File: config.mk
export PLATFORM = sky130hd
export DESIGN_NAME = jmi_mul
export DESIGN_NICKNAME = d
export VERILOG_FILES = /design/src/jmi_pkg.sv /design/src/jmi_mul.sv
export SDC_FILE = /design/constraint.sdc
export NUM_CORES = 1
export LEC_CHECK = 0
export ABC_CLOCK_PERIOD_IN_PS = 11500
export BUFFER_PORTS_ARGS = -buffer_cell sky130_fd_sc_hd__buf_2
export CAP_MARGIN = 0
export CORE_AREA = 8 8 201 203
export DETAILED_ROUTE_END_ITERATION = 6
export DIE_AREA = 0 0 209 211
export GPL_TIMING_DRIVEN = 0
export PLACE_DENSITY = 0.63
export SLEW_MARGIN = 10
export SYNTH_ARGS = -nofsm -noshare
export SYNTH_HDL_FRONTEND = slang
export SYNTH_SLANG_ARGS = --single-unit
export TNS_END_PERCENT = 30
File: constraint.sdc
create_clock -name clk -period 11.5 [get_ports clk]
set_clock_uncertainty 0.1 [all_clocks]
set_input_delay 1.15 -clock clk [delete_from_list [all_inputs] [get_ports clk]]
set_output_delay 1.15 -clock clk [all_outputs]
set_load 0.01 [all_outputs]
File: src/jmi_pkg.sv
// Shared widths, constants and saturation helper for the joint motion integrator.
package jmi_pkg;

  localparam int CMD_W   = 2;
  localparam int ACC_W   = 24;
  localparam int ANG_W   = 32;
  localparam int MS_W    = 16;
  localparam int SPD_W   = 32;
  localparam int PROD_W  = 48;
  localparam int DIV_W   = 48;
  localparam int REM_W   = 10;
  localparam int Q_W     = 38;
  localparam int CHG_W   = 40;
  localparam int WIDE_W  = 41;
  localparam int ACC_SHIFT = 8;

  localparam int DIG_W      = 16;
  localparam int DIG_CNT_W  = 2;
  localparam int T_W        = REM_W + DIG_W;
  localparam int RCP_W      = 27;
  localparam int RCP_SHIFT  = 36;
  localparam int RCP_PROD_W = T_W + RCP_W;

  localparam logic [REM_W:0]        DIVISOR    = 11'd1000;
  localparam logic [DIV_W-1:0]      ROUND_HALF = 48'd500;
  localparam logic [RCP_W-1:0]      RECIP      = 27'd68719477;
  localparam logic [DIG_CNT_W-1:0]  DIG_LAST   = DIG_CNT_W'(DIV_W / DIG_W - 1);

  localparam logic [CMD_W-1:0] CMD_MOVE  = 2'd0;
  localparam logic [CMD_W-1:0] CMD_BRAKE = 2'd1;

  localparam logic signed [WIDE_W-1:0] SAT_MAX = 41'sd2147483647;
  localparam logic signed [WIDE_W-1:0] SAT_MIN = -41'sd2147483648;

  function automatic logic signed [SPD_W-1:0] sat32(input logic signed [WIDE_W-1:0] v);
    logic signed [SPD_W-1:0] r;
    if (v > SAT_MAX) begin
      r = 32'sh7fff_ffff;
    end else if (v < SAT_MIN) begin
      r = 32'sh8000_0000;
    end else begin
      r = v[SPD_W-1:0];
    end
    return r;
  endfunction

endpackage

File: src/jmi_mul.sv
// Registered unsigned 32 x 16 multiplier shared by both integration phases.
module jmi_mul (
  input  logic                        clk,
  input  logic [jmi_pkg::SPD_W-1:0]   op_a,
  input  logic [jmi_pkg::MS_W-1:0]    op_b,
  output logic [jmi_pkg::PROD_W-1:0]  prod_r
);

  always_ff @(posedge clk) begin
    prod_r <= jmi_pkg::PROD_W'(op_a) * jmi_pkg::PROD_W'(op_b);
  end

endmodule

# Yosys cells after proc, flatten, opt, wreduce, memory -nomap -nowiden
# Index checks and enable logic that the tools add are counted.
# classes
n_addsub	0
mul	1
div_mod_pow	0
n_lt_le_gt_ge	0
n_eq_ne	0
n_shift	0
muxes	0
bitwise_logic	0
reduce_logical	0
# op_table
op	count
32-bit by 16-bit multiplier with 48-bit output	1
# word_totals
regBits	48
latch_bits	0
mem_bits_rw	0
romBits	0
input_bits	49
out_inout_bits	48
memories	0

# Longest topological paths before layout
# logic_depth
ltp_word	1
ltp_mapped	24

# Worst setup path before layout
# OpenSTA, ideal clock, no wires.
# synth_path
kind	input-to-reg
startpoint	input op_b[7] in the netlist's numbering
endpoint	register prod_r[47] in the netlist's numbering
setup_time_ns	0.121
t_arrival_ns	6.517
required_ns	11.279
path_slack_ns	4.763
cell_stages	24
cell_sequence	clkbuf_1 nand2_1 fa_1 inv_1 fa_1 inv_1 fa_1 inv_1 fa_1 fa_1 inv_1 fa_1 inv_1 ha_1 buf_2 and3_1 nand2_1 o311ai_2 and4b_4 o22ai_4 o21ai_2 a21o_1 a21oi_2 xnor2_1
# synth_between
elab_chain_cells	1
# synth_lines
item	line_no	rtl
start: declaration	jmi_mul.sv:5	input logic [jmi_pkg::MS_W-1:0] op_b,
32-bit by 16-bit multiplier with 48-bit output	jmi_mul.sv:10	prod_r <= jmi_pkg::PROD_W'(op_a) * jmi_pkg::PROD_W'(op_b);
end signal: assignment	jmi_mul.sv:10	
end: declaration	jmi_mul.sv:6	output logic [jmi_pkg::PROD_W-1:0] prod_r
# Every way passes these cells.

# Final worst setup path
# Same ends and word-level chain as after synthesis.

==> flow_metrics.py <==
metrics = {
    "global_routing": {
        "grt_usage_pct": 24.3,
        "grt_first_pass_wirelength_um": 82100,
        "grt_max_degree": 16,
        "antenna_found_initial": 2,
        "grt_pass1_vias": 14800,
        "overflow": 0,
    },
    "final_layout": {
        "multiInputGateArea_mm2": 0.0143,
        "drive_gt1_share_pct": 6.00,
        "largest_reg_flops": 48,
        "seqCellArea_um2": 961,
        "fillers": 3606,
        "mostFrequentLayoutCells": "inv_1, fa_1, nand2_1, and2_1, ha_1",
        "top_regs": "prod_r x48",
        "top_register": "prod_r",
        "fin_nets": 2637,
        "area.growth.synth_to_final_pct": 7.27,
        "layout_commonest_cell": "inv_1",
    },
    "setup_path": {
        "required_ns": 11.60,
        "crit_type": "input port to flop",
        "end_kind": "flop",
        "startpoint_type": "input port",
        "crit_start": "op_b[7]",
        "path_max_fanout": 10,
        "endpoint": "prod_r[47]$_DFF_P_",
        "arrival_ns": 8.14,
    },
    "timing": {
        "rsz0062_at_grt": "no",
        "tns_ns": 0,
        "worstMarginPinSlew_ns": 0.999,
        "relSlewSlack_pct": 33.4,
        "period_share_pct": 70.0,
        "hold_viol": 0,
        "min_period_ns": 8.05,
        "finalSetupViolations": 0,
        "slew_violations": 0,
        "max_freq_mhz": 124,
    },
    "yosys": {
        "synth_top_cell_area_share_pct": 48.4,
        "synthTopCellsByArea": "fa_1, inv_1, ha_1",
        "avgSynthCellArea_um2": 8.87,
        "ys_seq_elements": 48,
        "yosysWarnings": 0,
        "ys_seq_area_share_pct": 5.56,
        "synth_area_mm2": 0.0173,
        "synth_top_area_cell": "fa_1",
        "synth_flop_cell": "dfxtp_1",
        "synth-edff-count": 0,
        "async_flop_share_pct": 0,
        "synthCells": 1947,
        "synth_nets": 2534,
        "yosysUniqueCellTypes": 51,
    },
    "run_status": {
        "run_status": "finished, final reports clean",
    },
    "drt": {
        "drt-pass1-iter-count": 5,
        "drc_errors": 0,
        "viasPerCell": 5.36,
        "routed_wl_um": 52600,
        "wire_per_inst_um": 20.8,
        "drt_iter0_markers": 1074,
        "vias": 13600,
        "ant_nets": 0,
    },
    "floorplanning": {
        "start_util_pct": 46.5,
        "die_h_um": 211,
        "die_x_um": 209,
        "coreArea_mm2": 0.0371,
        "io-pin-count": 97,
        "rows": 71,
        "design.die.area_mm2": 0.0441,
    },
    "cts": {
        "cts_inserted_buffers": 5,
        "post_cts_resized": 0,
        "postCtsSetupRepairBufs": 0,
        "cts_tree": "built",
        "h-tree-depth": 2,
        "clk_pin_slew_ns": 0.07,
        "cts_sinks": 48,
        "cts_buffer_depth": 2,
        "cts-root-buf": "clkbuf_16",
        "cts_hold_buffers": 0,
    },
    "worst_hold_path": {
        "hold_path_class": "input port to flop",
    },
    "flow_run": {
        "maxCapViolations": 0,
    },
    "placed_design": {
        "place_congestion": 0.965,
        "dp.final_hpwl_um": 44200,
        "port_buffers": 96,
    },
}
worst min path at each step:
| stage | startpoint | to | slack (ns) | cells past startpoint |
|---|---|---|---|---|
| 2_1_floorplan | op_b[0] | prod_r[0]$_DFF_P_ | 1.17 | 1 |
| 3_3_place_gp | op_b[0] | prod_r[0]$_DFF_P_ | 1.35 | 2 |
| 3_5_place_dp | op_b[0] | prod_r[0]$_DFF_P_ | 1.36 | 2 |
| 4_1_cts | op_b[0] | prod_r[0]$_DFF_P_ | 1.04 | 2 |
| 5_1_grt | op_b[0] | prod_r[0]$_DFF_P_ | 1.07 | 2 |
| 6_report | op_b[0] | prod_r[0]$_DFF_P_ | 1.05 | 2 |
final cells by class:
cell class	instances	area share (%)
Timing Repair Buffer	96	2.59
Sequential cell	48	5.18
Clock buffer	6	0.749
Buffer	95	1.95
Antenna cell	2	0.0270
Multi-Input combinational cell	1355	77.0
Inverter	449	9.09
Tap cell	474	3.20
Clock inverter	2	0.209
metal layers:
layer / part of all wire [%] / up-vias / GRT usage [%] / wire length, µm
met5: 0 / - / 0 / 0
met4: 5.7 / 0 / 12.3 / 3010
met3: 7.0 / 137 / 3.68 / 3670
met2: 49 / 557 / 41.7 / 25800
met1: 38 / 6942 / 29.6 / 20100
li1: - / 5914 / - / -
Yosys cell counts (all sizes together), types with 2 or more instances:
library cell,number
ha,120
o21bai,11
a21oi,53
and3,6
xor2,14
a31o,3
a2bb2oi,2
and2,216
nor3,5
a221oi,2
dfxtp,48
a21o,18
a21boi,4
nand4,10
o211ai,2
and4,2
nor2b,6
nor2,24
o21ai,29
nand3,8
fa,418
inv,449
clkbuf,91
o31ai,2
nand2,333
o41ai,2
o21a,4
nor4,3
a31oi,11
buf,4
xnor2,31
nand2b,4
worst max-delay path: stages:
cell      delay (ns)
buf_2           0.16
clkbuf_1        0.76
nand2_1         0.22
fa_1            0.59
inv_1           0.05
fa_1            0.50
inv_1           0.06
fa_1            0.54
inv_1           0.06
fa_1            0.49
fa_1            0.51
inv_1           0.05
fa_1            0.57
inv_1           0.07
ha_1            0.27
buf_2           0.18
and3_1          0.19
nand2_1         0.07
o311ai_2        0.53
and4b_4         0.34
o22ai_4         0.09
o21ai_2         0.27
a21o_1          0.17
a21oi_2         0.06
xnor2_1         0.19
through the flow:
stage | hold slack (ns) | area [µm²] | instances | utilization [%] | setup slack [ns]
after CTS | 1.04 | 18500 | 2525 | 49.9 | 3.58
after detailed placement | 1.36 | 18400 | 2517 | 49.4 | 3.29
final | 1.05 | 18500 | 2527 | 49.9 | 3.45
after global routing | 1.07 | 18500 | 2526 | 49.9 | 3.29
after global placement | 1.35 | 18400 | 2517 | 49.4 | 3.37
after floorplan | 1.17 | 17300 | 1947 | - | 4.76
cell families (layout without fill, tap and decap cells):
logic type	after synthesis	count (layout)	share of synthesized area, %
AO/OA/AOI/OAI	152	152	5.87
XOR/XNOR	45	45	2.28
adder cells (fa/ha/maj)	538	538	57.1
buffers and inverters	544	648	11.8
flip-flops	48	48	5.56
other	0	2	0
AND/OR/NAND/NOR	620	620	17.3
Power is not shown: default switching activity piles up to over one toggle a cycle in this logic, so the estimate is an artifact.
