## config.mk

```make
export PLATFORM = sky130hd
export DESIGN_NAME = jmi_div
export DESIGN_NICKNAME = d
export VERILOG_FILES = /design/src/jmi_pkg.sv /design/src/jmi_div.sv
export SDC_FILE = /design/constraint.sdc
export NUM_CORES = 1
export LEC_CHECK = 0
export BUFFER_PORTS_ARGS = -buffer_cell sky130_fd_sc_hd__buf_4
export CORE_UTILIZATION = 55
export DETAILED_ROUTE_END_ITERATION = 8
export PLACE_DENSITY = 0.7
export SYNTH_ARGS = -nofsm -noshare
export SYNTH_HDL_FRONTEND = slang
export SYNTH_SLANG_ARGS = --single-unit
```

## constraint.sdc

```tcl
create_clock -name clk -period 7.4 [get_ports clk]
set_input_delay 1.11 -clock clk [delete_from_list [all_inputs] [get_ports clk]]
set_output_delay 1.11 -clock clk [all_outputs]
set_load 0.005 [all_outputs]
```

## src/jmi_pkg.sv

```systemverilog
// Shared widths, constants and saturation helper for the joint motion integrator.
package jmi_pkg;

  localparam int CMD_W   = 2;
  localparam int ACC_W   = 24;
  localparam int ANG_W   = 32;
  localparam int MS_W    = 16;
  localparam int SPD_W   = 32;
  localparam int PROD_W  = 48;
  localparam int DIV_W   = 48;
  localparam int REM_W   = 10;
  localparam int Q_W     = 38;
  localparam int CHG_W   = 40;
  localparam int WIDE_W  = 41;
  localparam int ACC_SHIFT = 8;

  localparam int DIG_W      = 16;
  localparam int DIG_CNT_W  = 2;
  localparam int T_W        = REM_W + DIG_W;
  localparam int RCP_W      = 27;
  localparam int RCP_SHIFT  = 36;
  localparam int RCP_PROD_W = T_W + RCP_W;

  localparam logic [REM_W:0]        DIVISOR    = 11'd1000;
  localparam logic [DIV_W-1:0]      ROUND_HALF = 48'd500;
  localparam logic [RCP_W-1:0]      RECIP      = 27'd68719477;
  localparam logic [DIG_CNT_W-1:0]  DIG_LAST   = DIG_CNT_W'(DIV_W / DIG_W - 1);

  localparam logic [CMD_W-1:0] CMD_MOVE  = 2'd0;
  localparam logic [CMD_W-1:0] CMD_BRAKE = 2'd1;

  localparam logic signed [WIDE_W-1:0] SAT_MAX = 41'sd2147483647;
  localparam logic signed [WIDE_W-1:0] SAT_MIN = -41'sd2147483648;

  function automatic logic signed [SPD_W-1:0] sat32(input logic signed [WIDE_W-1:0] v);
    logic signed [SPD_W-1:0] r;
    if (v > SAT_MAX) begin
      r = 32'sh7fff_ffff;
    end else if (v < SAT_MIN) begin
      r = 32'sh8000_0000;
    end else begin
      r = v[SPD_W-1:0];
    end
    return r;
  endfunction

endpackage

```

## src/jmi_div.sv

```systemverilog
// Divider by the constant 1000: three 16-bit digits, reciprocal multiply then remainder fix-up.
module jmi_div (
  input  logic                       clk,
  input  logic                       rst_n,
  input  logic                       start,
  input  logic [jmi_pkg::DIV_W-1:0]  dividend,
  output logic                       done_r,
  output logic [jmi_pkg::Q_W-1:0]    quotient
);

  logic                            busy_r;
  logic                            fix_r;
  logic [jmi_pkg::DIG_CNT_W-1:0]   digit_r;
  logic [jmi_pkg::DIV_W-1:0]       dvd_r;
  logic [jmi_pkg::REM_W-1:0]       rem_r;
  logic [jmi_pkg::Q_W-1:0]         quo_r;
  logic [jmi_pkg::RCP_PROD_W-1:0]  rcp_r;
  logic [jmi_pkg::T_W-1:0]         part;
  logic [jmi_pkg::DIG_W-1:0]       q_dig;
  logic [jmi_pkg::T_W-1:0]         back;
  logic [jmi_pkg::T_W-1:0]         rem_full;
  logic                            last;

  assign part     = {rem_r, dvd_r[jmi_pkg::DIV_W-1 -: jmi_pkg::DIG_W]};
  assign q_dig    = rcp_r[jmi_pkg::RCP_SHIFT +: jmi_pkg::DIG_W];
  assign back     = jmi_pkg::T_W'(q_dig) * jmi_pkg::T_W'(jmi_pkg::DIVISOR);
  assign rem_full = part - back;
  assign last     = busy_r && fix_r && (digit_r == jmi_pkg::DIG_LAST);
  assign quotient = quo_r;

  always_ff @(posedge clk) begin
    if (!rst_n) begin
      busy_r  <= 1'b0;
      done_r  <= 1'b0;
      fix_r   <= 1'b0;
      digit_r <= '0;
    end else begin
      done_r <= last;
      if (start) begin
        busy_r  <= 1'b1;
        fix_r   <= 1'b0;
        digit_r <= '0;
      end else if (busy_r) begin
        fix_r <= !fix_r;
        if (fix_r) begin
          digit_r <= digit_r + 1'b1;
        end
        if (last) begin
          busy_r <= 1'b0;
        end
      end
    end
  end

  always_ff @(posedge clk) begin
    rcp_r <= jmi_pkg::RCP_PROD_W'(part) * jmi_pkg::RCP_PROD_W'(jmi_pkg::RECIP);
  end

  always_ff @(posedge clk) begin
    if (start) begin
      dvd_r <= dividend;
      rem_r <= '0;
    end else if (busy_r && fix_r) begin
      dvd_r <= {dvd_r[jmi_pkg::DIV_W-jmi_pkg::DIG_W-1:0], {jmi_pkg::DIG_W{1'b0}}};
      rem_r <= rem_full[jmi_pkg::REM_W-1:0];
      quo_r <= {quo_r[jmi_pkg::Q_W-jmi_pkg::DIG_W-1:0], q_dig};
    end
  end

endmodule
```

Word-level counts from Yosys, hierarchy flattened

Cells that the tools add are included.

Bitwise operators: 2
$add $sub $neg: 2
Reduce and logical (&&, ||, !) cells: 7
Eq/ne operators: 1
Multiply operators: 2
Muxes and demuxes: 5

Operators by type and width:

| operator                                                              | number |
|---|---|
| 48-bit two-way mux                                                    | 2 |
| 26-bit by 27-bit multiplier with 52-bit output, second input constant | 1 |
| 16-bit by 7-bit multiplier with 7-bit output, second input constant   | 1 |
| 10-bit subtractor                                                     | 1 |
| 2-bit AND reduction                                                   | 2 |
| 1-bit two-way mux                                                     | 3 |
| 2-bit by 1-bit adder with 2-bit output, second input constant         | 1 |
| 2-bit == test, second input constant                                  | 1 |
| 1-bit logical AND                                                     | 2 |
| 1-bit NOT                                                             | 2 |
| 2-bit nonzero test                                                    | 1 |
| 2-bit OR reduction                                                    | 1 |
| 1-bit zero test                                                       | 1 |

Flip-flop bits (word level): 153

Depth between registers and ports, before layout

Word-level depth: 5
Depth in mapped cells: 24

Worst setup path before layout

OpenSTA, ideal clock, no wires.

Path kind: reg2reg
Start: reg dvd_r[47] in the netlist's numbering
End: reg rcp_r[47] in the netlist's numbering
Period minus slack after synthesis: 5.978 ns
Path slack: 1.422 ns
Required time: 7.307 ns
Data arrival time: 5.885 ns
Cell stages (with the launch flop): 23
Cells stage by stage: edfxtp_1 inv_1 ha_1 fa_1 inv_1 fa_1 inv_1 fa_1 inv_1 fa_1 fa_1 inv_1 fa_1 inv_1 ha_1 a21oi_1 nor2_1 o41ai_1 o2111ai_1 o2111ai_2 a21oi_2 o21a_1 o311ai_2

Longest elaborated chain between the ends: 1

RTL lines:

| what                                           | line          | source |
|---|---|---|
| start: declaration                             | jmi_div.sv:14 | `logic [jmi_pkg::DIV_W-1:0] dvd_r;` |
| start signal: assignment                       | jmi_div.sv:61 | `dvd_r <= dividend;` |
| start signal: assignment                       | jmi_div.sv:64 | `dvd_r <= {dvd_r[jmi_pkg::DIV_W-jmi_pkg::DIG_W-1:0], {jmi_pkg::DIG_W{1'b0}}};` |
| 26-bit by 27-bit multiplier with 52-bit output | jmi_div.sv:56 | `rcp_r <= jmi_pkg::RCP_PROD_W'(part) * jmi_pkg::RCP_PROD_W'(jmi_pkg::RECIP);` |
| end signal: assignment                         | jmi_div.sv:56 |  |
| end: declaration                               | jmi_div.sv:17 | `logic [jmi_pkg::RCP_PROD_W-1:0] rcp_r;` |

No other way between the ends.
A chain may end at the register's enable or synchronous reset.

Worst setup path in the final report

Ends and elaborated chain as after synthesis.

==> metrics.txt <==
status=complete, no violations; Most used DFF post-synth=sky130_fd_sc_hd__edfxtp_1; largest family of logic cells by synthesized area=adder cells; transition time at the pin with the least slew margin=1.024 ns; worst clock skew=0.01876 ns; Final Wtd Congestion=0.9473; post-synthesis sequential element count=117; total of buffers placed on input and output ports=89; Final Slew Violations=0; utilization after layout=0.6366; detailed-route via count=8938; share of cell area taken by muxes after synthesis=0.02495; setup TNS=0 ns; Clk Latency, worst-skew pair=0.42 ns; DP HPWL=26140 µm; number of gates given a new drive strength after cts=0; syn_area_per_cell=11.22 µm²; post-synthesis net count=1841; critical path startpoint category=flip-flop; antenna diode instance count=0; synthesized instance count=1288; leakage power of the design=8.588 nW; clock slew at the register clock pins of the worst setup and hold paths=0.06 ns; critical setup path kind=flip-flop to flip-flop; number of failing hold endpoints at the final stage=0; total routing resource utilization after global routing=0.2430; wire length of the first global-routing pass=48910 µm; proportion of layout cells with a drive suffix above 1=0.1267; mean routed wirelength per cell=17.35 µm; CP Capture Type=flip-flop; data required time at the worst endpoint=7.72 ns; most frequent standard cell in the layout excluding fill and tap cells=sky130_fd_sc_hd__inv_1; final count of negative-setup-slack endpoints=0; clock tree buffer depth=2; worst-path maximum fanout=9; sequential element share of the synthesized area=0.2217; critical path arrival=7.24 ns; DR iter-0 viols=433; Synth-to-Final Area Change=12.25%; EDFF count, synth=86; via count of the first global-routing pass=9622; Final Critical Period=6.924 ns; Die Outline Area=26920 µm²; hold buffer count at CTS=0; simple-gate share of the synthesized area=0.03595; largest net degree at the start of global routing=63; most frequent cells in the layout=sky130_fd_sc_hd__inv_1 (406), sky130_fd_sc_hd__ha_1 (286), sky130_fd_sc_hd__fa_1 (216), sky130_fd_sc_hd__buf_4 (102), sky130_fd_sc_hd__edfxtp_1 (86); Post-route DRC=0; unrepaired setup endpoints after global routing=no; max-capacitance violation count=0; Warnings, synthesis=0; initial standard-cell utilization of the core=0.5671; total number of nets in the final design=1953; horizontal die dimension=164.1 µm; clock tree from TritonCTS=done; netlist area before placement=14450 µm²; worst min path class=flip-flop to flip-flop; ratio of total power to cell area=434.9 nW/µm²; f_max=144.4 MHz; DRT Pass-1 Iters=5; GR Overflow Total=0; Root Buffer=sky130_fd_sc_hd__clkbuf_16; Max transition margin=0.3154; remaining number of nets flagged by the antenna check after routing=0; Adder-Cell Fraction of Synth Area=0.5471; number of sinks driven by the clock tree=117; Yosys cell types=46; I/O pin cnt=90; total clock buffers created by CTS=17; post-CTS setup buffers=0; worst supply voltage drop on vdd=369.3 µV; vertical die dimension=164.1 µm; Synth Area in Compound Gates=0.04426; initial antenna violation count=0; area share of xor/xnor cells in the synthesized design=0.01819; deepest level of the CTS H-tree=4; share of the cycle needed by the critical path after routing=0.9357; share of flip-flops with an asynchronous set or reset=0; vias per cell=5.128; Placement Rows=58; total core area=25470 µm²; wire length after detailed routing=30250 µm
per-stage QoR:
step	instance area (µm²)	setup slack, ns	hold WS (ns)	instances	total power [W]
floorplan	14450	1.422	0.3855	1288	0.004909
global route	16210	0.2823	0.4062	1743	0.007971
CTS	16210	0.4818	0.4020	1743	0.007156
finish	16210	0.4758	0.4008	1743	0.007051
global placement	15600	0.5884	0.3855	1711	0.006049
detailed placement	15600	0.5019	0.3895	1711	0.006208
worst max-delay path: stages, from the launching register on:
cell                        delay [ns]
sky130_fd_sc_hd__edfxtp_1         0.67
sky130_fd_sc_hd__inv_1            0.21
sky130_fd_sc_hd__ha_1             0.41
sky130_fd_sc_hd__fa_1             0.49
sky130_fd_sc_hd__inv_1            0.05
sky130_fd_sc_hd__fa_1             0.49
sky130_fd_sc_hd__inv_1            0.05
sky130_fd_sc_hd__fa_1             0.56
sky130_fd_sc_hd__inv_1            0.07
sky130_fd_sc_hd__fa_1             0.45
sky130_fd_sc_hd__fa_1             0.49
sky130_fd_sc_hd__inv_1            0.05
sky130_fd_sc_hd__fa_1             0.47
sky130_fd_sc_hd__inv_1            0.04
sky130_fd_sc_hd__ha_1             0.28
sky130_fd_sc_hd__a21oi_1          0.13
sky130_fd_sc_hd__nor2_1           0.07
sky130_fd_sc_hd__o41ai_1          0.31
sky130_fd_sc_hd__buf_4            0.19
sky130_fd_sc_hd__o2111ai_1        0.29
sky130_fd_sc_hd__o2111ai_2        0.42
sky130_fd_sc_hd__a21oi_2          0.17
sky130_fd_sc_hd__o21a_1           0.26
sky130_fd_sc_hd__o311ai_2         0.21
final timing paths:
| kind | to | start | cells after the start | slack, ns |
|---|---|---|---|---|
| worst min-delay path | quotient[8]$_DFFE_PP_ | rcp_r[44]$_DFF_P_ | 0 | 0.40 |
| worst max register to register | rcp_r[47]$_DFF_P_ | dvd_r[47]$_DFFE_PP_ | 23 | 0.48 |
| worst max-delay path | rcp_r[47]$_DFF_P_ | dvd_r[47]$_DFFE_PP_ | 23 | 0.48 |
| worst min register to register | quotient[8]$_DFFE_PP_ | rcp_r[44]$_DFF_P_ | 0 | 0.40 |
registers in the layout, indices dropped and copies added, names as in the netlist:
name / count
busy_r: 1
digit_r: 2
done_r: 1
dvd_r: 48
fix_r: 1
quotient: 38
rcp_r: 16
rem_r: 10
area by class of cell:
| type | instances | area (µm²) |
|---|---|---|
| well taps | 330 | 412.9 |
| fillers | 2015 | 9258 |
| clock buffers | 17 | 425.4 |
| multi-input cells | 756 | 9694 |
| flip-flops and latches | 117 | 3203 |
| clock inverters | 15 | 188.9 |
| inverters | 406 | 1524 |
| repair buffers | 102 | 765.7 |
power by group:
group	total (W)	internal (W)	switching, W	leakage, nW
Combinational	0.00534	0.00239	0.00295	7.21
Clock	0.000855	0.000537	0.000318	0.303
Sequential	0.000855	0.000774	0.0000805	1.08
routing by layer:
metal  vias up  part of all wire  GRT usage
li1       4272                 -          -
met1      4390              0.45     0.3350
met3        42             0.064    0.05657
met2       234              0.46     0.3863
met5         -                 0          0
met4         0             0.019    0.06187
logic make-up (layout without fill, tap and decap cells):
logic type	count (synthesis)	after routing
DFF	117	117
adders and majority gates	502	502
buffers and inverters	415	540
xor gates and xnor gates	30	30
AOI/OAI and AO/OA	90	90
and+or+nand+nor	102	102
muxes	32	32
synthesized netlist by cell type (5+ instances only):
cell	instances	area [µm²]
sky130_fd_sc_hd__clkbuf_1	9	33.78
sky130_fd_sc_hd__nand2_1	24	90.09
sky130_fd_sc_hd__dfxtp_1	31	620.6
sky130_fd_sc_hd__a211oi_1	8	60.06
sky130_fd_sc_hd__fa_1	216	4324
sky130_fd_sc_hd__and2_1	18	112.6
sky130_fd_sc_hd__nor3_1	8	40.04
sky130_fd_sc_hd__nor2_1	18	67.56
sky130_fd_sc_hd__edfxtp_1	86	2582
sky130_fd_sc_hd__xnor2_1	22	192.7
sky130_fd_sc_hd__inv_1	406	1524
sky130_fd_sc_hd__a21o_1	14	105.1
sky130_fd_sc_hd__a21oi_1	28	140.1
sky130_fd_sc_hd__nor2b_1	7	43.79
sky130_fd_sc_hd__nand2b_1	7	43.79
sky130_fd_sc_hd__or2_2	5	31.28
sky130_fd_sc_hd__o2111ai_1	5	43.79
sky130_fd_sc_hd__ha_1	286	3578
sky130_fd_sc_hd__xor2_1	8	70.07
sky130_fd_sc_hd__o21ai_0	10	50.05
sky130_fd_sc_hd__mux2_2	32	360.4
(Power assumes the default switching activity.)
